$ cat src/ldc_pkg.sv
package ldc_pkg;

    // Controller states
    typedef enum logic [1:0] {
        ST_IDLE,
        ST_DECODE,
        ST_COPY
    } ldc_state_t;

    // Commands from controller to datapath
    typedef struct packed {
        logic load;       // capture the incoming token
        logic rd_first;   // read the first copy byte at wp - distance
        logic rd_next;    // read the next copy byte at wp + 1 - distance
        logic emit_lit;   // emit and store the literal byte
        logic emit_copy;  // emit and store the byte read from history
        logic emit_err;   // emit an error word
    } ldc_cmd_t;

    // Status from datapath to controller
    typedef struct packed {
        logic is_lit;     // held token is a literal
        logic len_zero;   // held copy length is zero
        logic dist_bad;   // distance zero or beyond the written history
        logic rem_one;    // one copy byte left
        logic out_free;   // output register can take a word this cycle
    } ldc_sts_t;

endpackage

$ cat src/ldc_ctrl.sv
module ldc_ctrl (
    input  logic              aclk,
    input  logic              aresetn,
    input  logic              s_tvalid,
    output logic              s_tready,
    input  ldc_pkg::ldc_sts_t sts,
    output ldc_pkg::ldc_cmd_t cmd
);

    ldc_pkg::ldc_state_t state_reg, state_next;

    // State register
    always_ff @(posedge aclk) begin
        if (!aresetn) begin
            state_reg <= ldc_pkg::ST_IDLE;
        end else begin
            state_reg <= state_next;
        end
    end

    // Next state
    always_comb begin
        state_next = state_reg;
        unique case (state_reg)
            ldc_pkg::ST_IDLE: begin
                if (s_tvalid) begin
                    state_next = ldc_pkg::ST_DECODE;
                end
            end
            ldc_pkg::ST_DECODE: begin
                if (sts.is_lit || sts.dist_bad) begin
                    if (sts.out_free || (!sts.is_lit && sts.len_zero)) begin
                        state_next = ldc_pkg::ST_IDLE;
                    end
                end else if (sts.len_zero) begin
                    state_next = ldc_pkg::ST_IDLE;
                end else begin
                    state_next = ldc_pkg::ST_COPY;
                end
            end
            ldc_pkg::ST_COPY: begin
                if (sts.out_free && sts.rem_one) begin
                    state_next = ldc_pkg::ST_IDLE;
                end
            end
            default: begin
                state_next = ldc_pkg::ST_IDLE;
            end
        endcase
    end

    // Outputs
    always_comb begin
        cmd      = '0;
        s_tready = 1'b0;
        unique case (state_reg)
            ldc_pkg::ST_IDLE: begin
                s_tready = 1'b1;
                cmd.load = s_tvalid;
            end
            ldc_pkg::ST_DECODE: begin
                cmd.emit_lit = sts.is_lit && sts.out_free;
                cmd.emit_err = !sts.is_lit && !sts.len_zero && sts.dist_bad
                               && sts.out_free;
                cmd.rd_first = !sts.is_lit && !sts.len_zero && !sts.dist_bad;
            end
            ldc_pkg::ST_COPY: begin
                cmd.emit_copy = sts.out_free;
                cmd.rd_next   = sts.out_free && !sts.rem_one;
            end
            default: begin
                cmd = '0;
            end
        endcase
    end

endmodule

$ cat config.mk
export PLATFORM = sky130hd
export DESIGN_NAME = ldc_ctrl
export DESIGN_NICKNAME = d
export VERILOG_FILES = /design/src/ldc_pkg.sv /design/src/ldc_ctrl.sv
export SDC_FILE = /design/constraint.sdc
export NUM_CORES = 1
export LEC_CHECK = 0
export ABC_AREA = 1
export BUFFER_PORTS_ARGS = -buffer_cell sky130_fd_sc_hd__buf_2
export CAP_MARGIN = 20
export CORE_AREA = 5 5 42 44
export DETAILED_ROUTE_END_ITERATION = 10
export DIE_AREA = 0 0 47 49
export PLACE_DENSITY_LB_ADDON = 0.1
export SLEW_MARGIN = 20
export SYNTH_ARGS = -nofsm -noshare
export SYNTH_HDL_FRONTEND = slang
export SYNTH_SLANG_ARGS = --single-unit
$ cat constraint.sdc
create_clock -name aclk -period 1 [get_ports aclk]
set_input_delay 0.2 -clock aclk [delete_from_list [all_inputs] [get_ports aclk]]
set_output_delay 0.2 -clock aclk [all_outputs]
set_load 0.01 [all_outputs]
# Yosys cells after proc, flatten, opt, wreduce, memory -nomap -nowiden
# Cells that the tools add are included.
[word_totals] ff_bits=2
[op_classes] n_eq_ne=5 mux=13 reduce_logical=16
[op_table] cell="$mux 2" n=5
[op_table] cell="$logic_and 1x1->1" n=8
[op_table] cell="$mux 1" n=7
[op_table] cell="$pmux 2 s3" n=1
[op_table] cell="$logic_not 1->1" n=4
[op_table] cell="$ne 2x2->1 const B" n=2
[op_table] cell="$ne 3x3->1 const B" n=1
[op_table] cell="$reduce_and 3->1" n=1
[op_table] cell="$eq 2x1->1 const B" n=1
[op_table] cell="$eq 2x2->1 const B" n=1
[op_table] cell="$logic_not 2->1" n=1
[op_table] cell="$logic_or 1x1->1" n=2

# Logic depth before layout (Yosys ltp)
[logic_depth] word_depth=6 mapped_depth=5 depth_no_buf=5

# Worst setup path after synthesis
# Ideal clock, no wire load.
[synth_timing] path_kind="register -> output" start="register state_reg[0]" end="output port cmd[3] (netlist bit)" arrival_ns=0.785 slack_ns=0.015 stages_incl_launch_ff=2 n_path_buf=0 cell_sequence="dfxtp_1 -> nor4_1"
[synth_rtl] element="start: declaration" line="ldc_ctrl.sv:10" source="ldc_pkg::ldc_state_t state_reg, state_next;"
[synth_rtl] element="start signal: assignment" line="ldc_ctrl.sv:15" source="state_reg <= ldc_pkg::ST_IDLE;"
[synth_rtl] element="start signal: assignment" line="ldc_ctrl.sv:17" source="state_reg <= state_next;"
[synth_rtl] element="end: declaration" line="ldc_ctrl.sv:7" source="output ldc_pkg::ldc_cmd_t cmd"

==> flow_metrics.py <==
metrics = {
    "outcome": {
        "status": "complete, but fails checks",
        "violations": "setup timing",
    },
    "synth": {
        "ys_types": 12,
        "synth_top_family_by_area": "simple AND/OR/NAND/NOR gates",
        "async_reset_ff_share_pct": 0,
        "synth.top_cells.by_area": "dfxtp_1 (24%), inv_1 (14%), nand2_1 (11%), a21oi_2 (11%), nor3_1 (9.2%)",
        "synth-xor-area-share_pct": 0,
        "yosys-top-cells-count": "inv_1 (6), nand2_1 (5), nor2_1 (4), nor3_1 (3)",
        "yosysSeqAreaShare_pct": 24.43,
        "synth_area_leader_cell": "dfxtp_1",
        "synth_seq_cells": 2,
        "avgSynthCellArea_sq_um": 5.854,
        "synth_edf_count": 0,
        "syn_nets": 36,
        "yosys.area.top_type_share_pct": 24.43,
        "synth_cells": 28,
        "synth_warnings": 0,
        "yosys.area_share.simple_pct": 44.27,
        "synth_fa_ha_area_share_pct": 0,
        "synth_compound_area_share_pct": 15.27,
        "yosysMostFrequentCell": "inv_1",
        "syn_area_sq_um": 163.9,
        "synthMuxAreaShare_pct": 0,
        "synth_top_flop_cell": "dfxtp_1",
    },
    "sta": {
        "fin_crit_sh_pct": 117.8,
        "hold_viol_final": 0,
        "tightest_slew_ns": 0.1848,
        "setup_violations": 7,
        "slew_headroom_pct": 87.58,
        "drv_slew": 0,
        "period_needed_ns": 1.178,
        "fin_skew_ns": 0.002365,
        "fin_ws_ns": -0.1784,
        "setup_tns_ns": -0.9179,
        "timing.fmax_mhz": 848.6,
        "rsz0062_at_grt": "yes",
    },
    "clocking": {
        "h-tree-depth": 1,
        "cts_buffers": 3,
        "cts_tree": "built",
        "path_clk_slew_ns": 0.03,
        "clk_latency_ns": 0.22,
        "clockBufferDepth": 2,
        "cts_sinks": 2,
        "cts_root_buffer": "clkbuf_4",
    },
    "final_layout": {
        "fillers": 185,
        "largest_reg_flops": 2,
        "final_cell_count_no_fill": 63,
        "fin_nets": 57,
        "final_layout_size_suffix_gt1_share_pct": 59.57,
        "diodes": 0,
        "syn2layout_area_growth_pct": 92.37,
    },
    "floorplan": {
        "start_util_pct": 11.70,
        "die_height_um": 49,
        "core_area_sq_um": 1401,
        "num_io_pins": 15,
        "die_x_um": 47,
        "num_rows": 14,
        "dieArea_sq_um": 2303,
    },
    "worst_setup_path": {
        "cp.arrival_ns": 0.98,
        "slowest_delay_ns": 0.35,
        "path_max_fanout": 5,
        "critPathKind": "reg2out",
        "r2r_start": "state_reg[1]",
        "critPathRequiredTime_ns": 0.80,
        "regToRegSetupSlack_ns": 0.10,
        "cp-end-kind": "primary output",
        "reg2reg_depth": 6,
        "cpMaxStageDelayCell": "dfxtp_4",
        "start_kind": "register",
        "path_cells": "nor4_2 -> buf_2",
        "reg2reg_to": "state_reg[1]",
    },
    "hold_path": {
        "min_to": "state_reg[1]",
        "hold_depth": 3,
        "min_from": "aresetn",
        "hold_path_class": "in2reg",
    },
    "routing": {
        "vias": 232,
        "viasPerCell": 3.683,
        "detail-route-antenna-nets": 0,
        "detail_route.wl_per_cell_um": 8.540,
        "dr.pass1.iters": 4,
        "drtIter0Drc": 5,
        "wirelength_um": 538,
        "drc": 0,
    },
    "pwr": {
        "comb_power_share_pct": 21.3,
        "p_per_area_nw_per_um2": 1089,
        "p_clk_share_pct": 52.4,
        "swShare_pct": 27.11,
        "switchingPower_mw": 0.09304,
        "pwr-share-seq_pct": 26.3,
        "p_int_mw": 0.2502,
        "max-vdd-ir-drop_uv": 250.0,
        "p_leak_nw": 0.1727,
    },
    "placed_design": {
        "dp_cells": 60,
        "globalplace.congestion": 0.6816,
        "io_buffers": 14,
        "place_hpwl_um": 435.1,
    },
    "grt": {
        "grt_max_degree": 6,
        "grt_pass1_vias": 246,
        "grt_pass1_wl_um": 917,
        "antenna_found_initial": 0,
        "overflow": 0,
        "grt_use_total_pct": 6.048,
    },
    "job": {
        "max-cap-violations": 0,
    },
}
## per-layer routing
metal,GRT usage (%),wire length (um)
met3,4.428,49
met2,6.787,203
met5,0,0
met4,5.530,0
met1,7.002,285
## worst max-delay path, delay by kind of cell (launching register included)
kind,cells,cell delay [ns]
and+or+nand+nor,1,0.23
DFF,1,0.35
buffers and inverters,1,0.17
## logic make-up after synthesis
group | Yosys count
simple gates | 16
compound gates | 3
flops | 2
buf+inv | 7
## area by class of cell
class	count	area (sq um)	share of cell area, %
flip-flops and latches	2	45.04	14.29
well taps	16	20.02	6.349
multi-input cells	19	113.9	36.11
repair buffers	16	85.08	26.98
inverters	7	28.78	9.127
clock buffers	3	22.52	7.143
## power by group through the flow
| stage | registers (mW) | clock network [mW] | logic (mW) |
|---|---|---|---|
| 2_1_floorplan | 0.0887 | 0 | 0.0332 |
| 3_3_place_gp | 0.0896 | 0 | 0.0717 |
| 3_5_place_dp | 0.0897 | 0 | 0.0702 |
| 4_1_cts | 0.0911 | 0.194 | 0.0754 |
| 5_1_grt | 0.0905 | 0.209 | 0.0827 |
| 6_report | 0.0901 | 0.180 | 0.0733 |
## through the flow
stage	setup slack (ns)	area (sq um)	power (mW)	util [%]	hold slack, ns
2_1_floorplan	0.01501	163.9	0.1219	-	0.3556
3_3_place_gp	-0.03635	269.0	0.1613	19.20	0.4748
3_5_place_dp	-0.01759	269.0	0.1598	19.20	0.4689
4_1_cts	-0.2020	320.3	0.3604	22.86	0.2291
5_1_grt	-0.2497	315.3	0.3822	22.50	0.2431
6_report	-0.1784	315.3	0.3432	22.50	0.2394
## timing repair
item	4_1_cts	5_1_grt
gates resized for setup	6	1
pin swaps	1	2
hold buffers	0	0
setup buffers	1	0
endpoints found under the setup margin	7	8
## worst max-delay path by stage
stage | depth (start not counted) | to | slack, ns | startpoint
global placement | 3 | cmd[0] | -0.04 | state_reg[0]
global route | 6 | cmd[4] | -0.25 | state_reg[1]
detailed placement | 3 | cmd[0] | -0.02 | state_reg[0]
floorplan | 1 | cmd[3] | 0.02 | state_reg[0]
CTS | 5 | cmd[4] | -0.20 | state_reg[0]
finish | 2 | cmd[3] | -0.18 | state_reg[0]
## cell usage in the layout (no fill, tap or decap), types with 2 or more instances in the layout
master / count
buf_2: 14
buf_4: 2
inv_1: 6
nand2_1: 5
nor3_1: 2
a21oi_2: 2
nor2_1: 4
clkbuf_4: 3
Note: power is estimated with default switching activity, not from simulation.
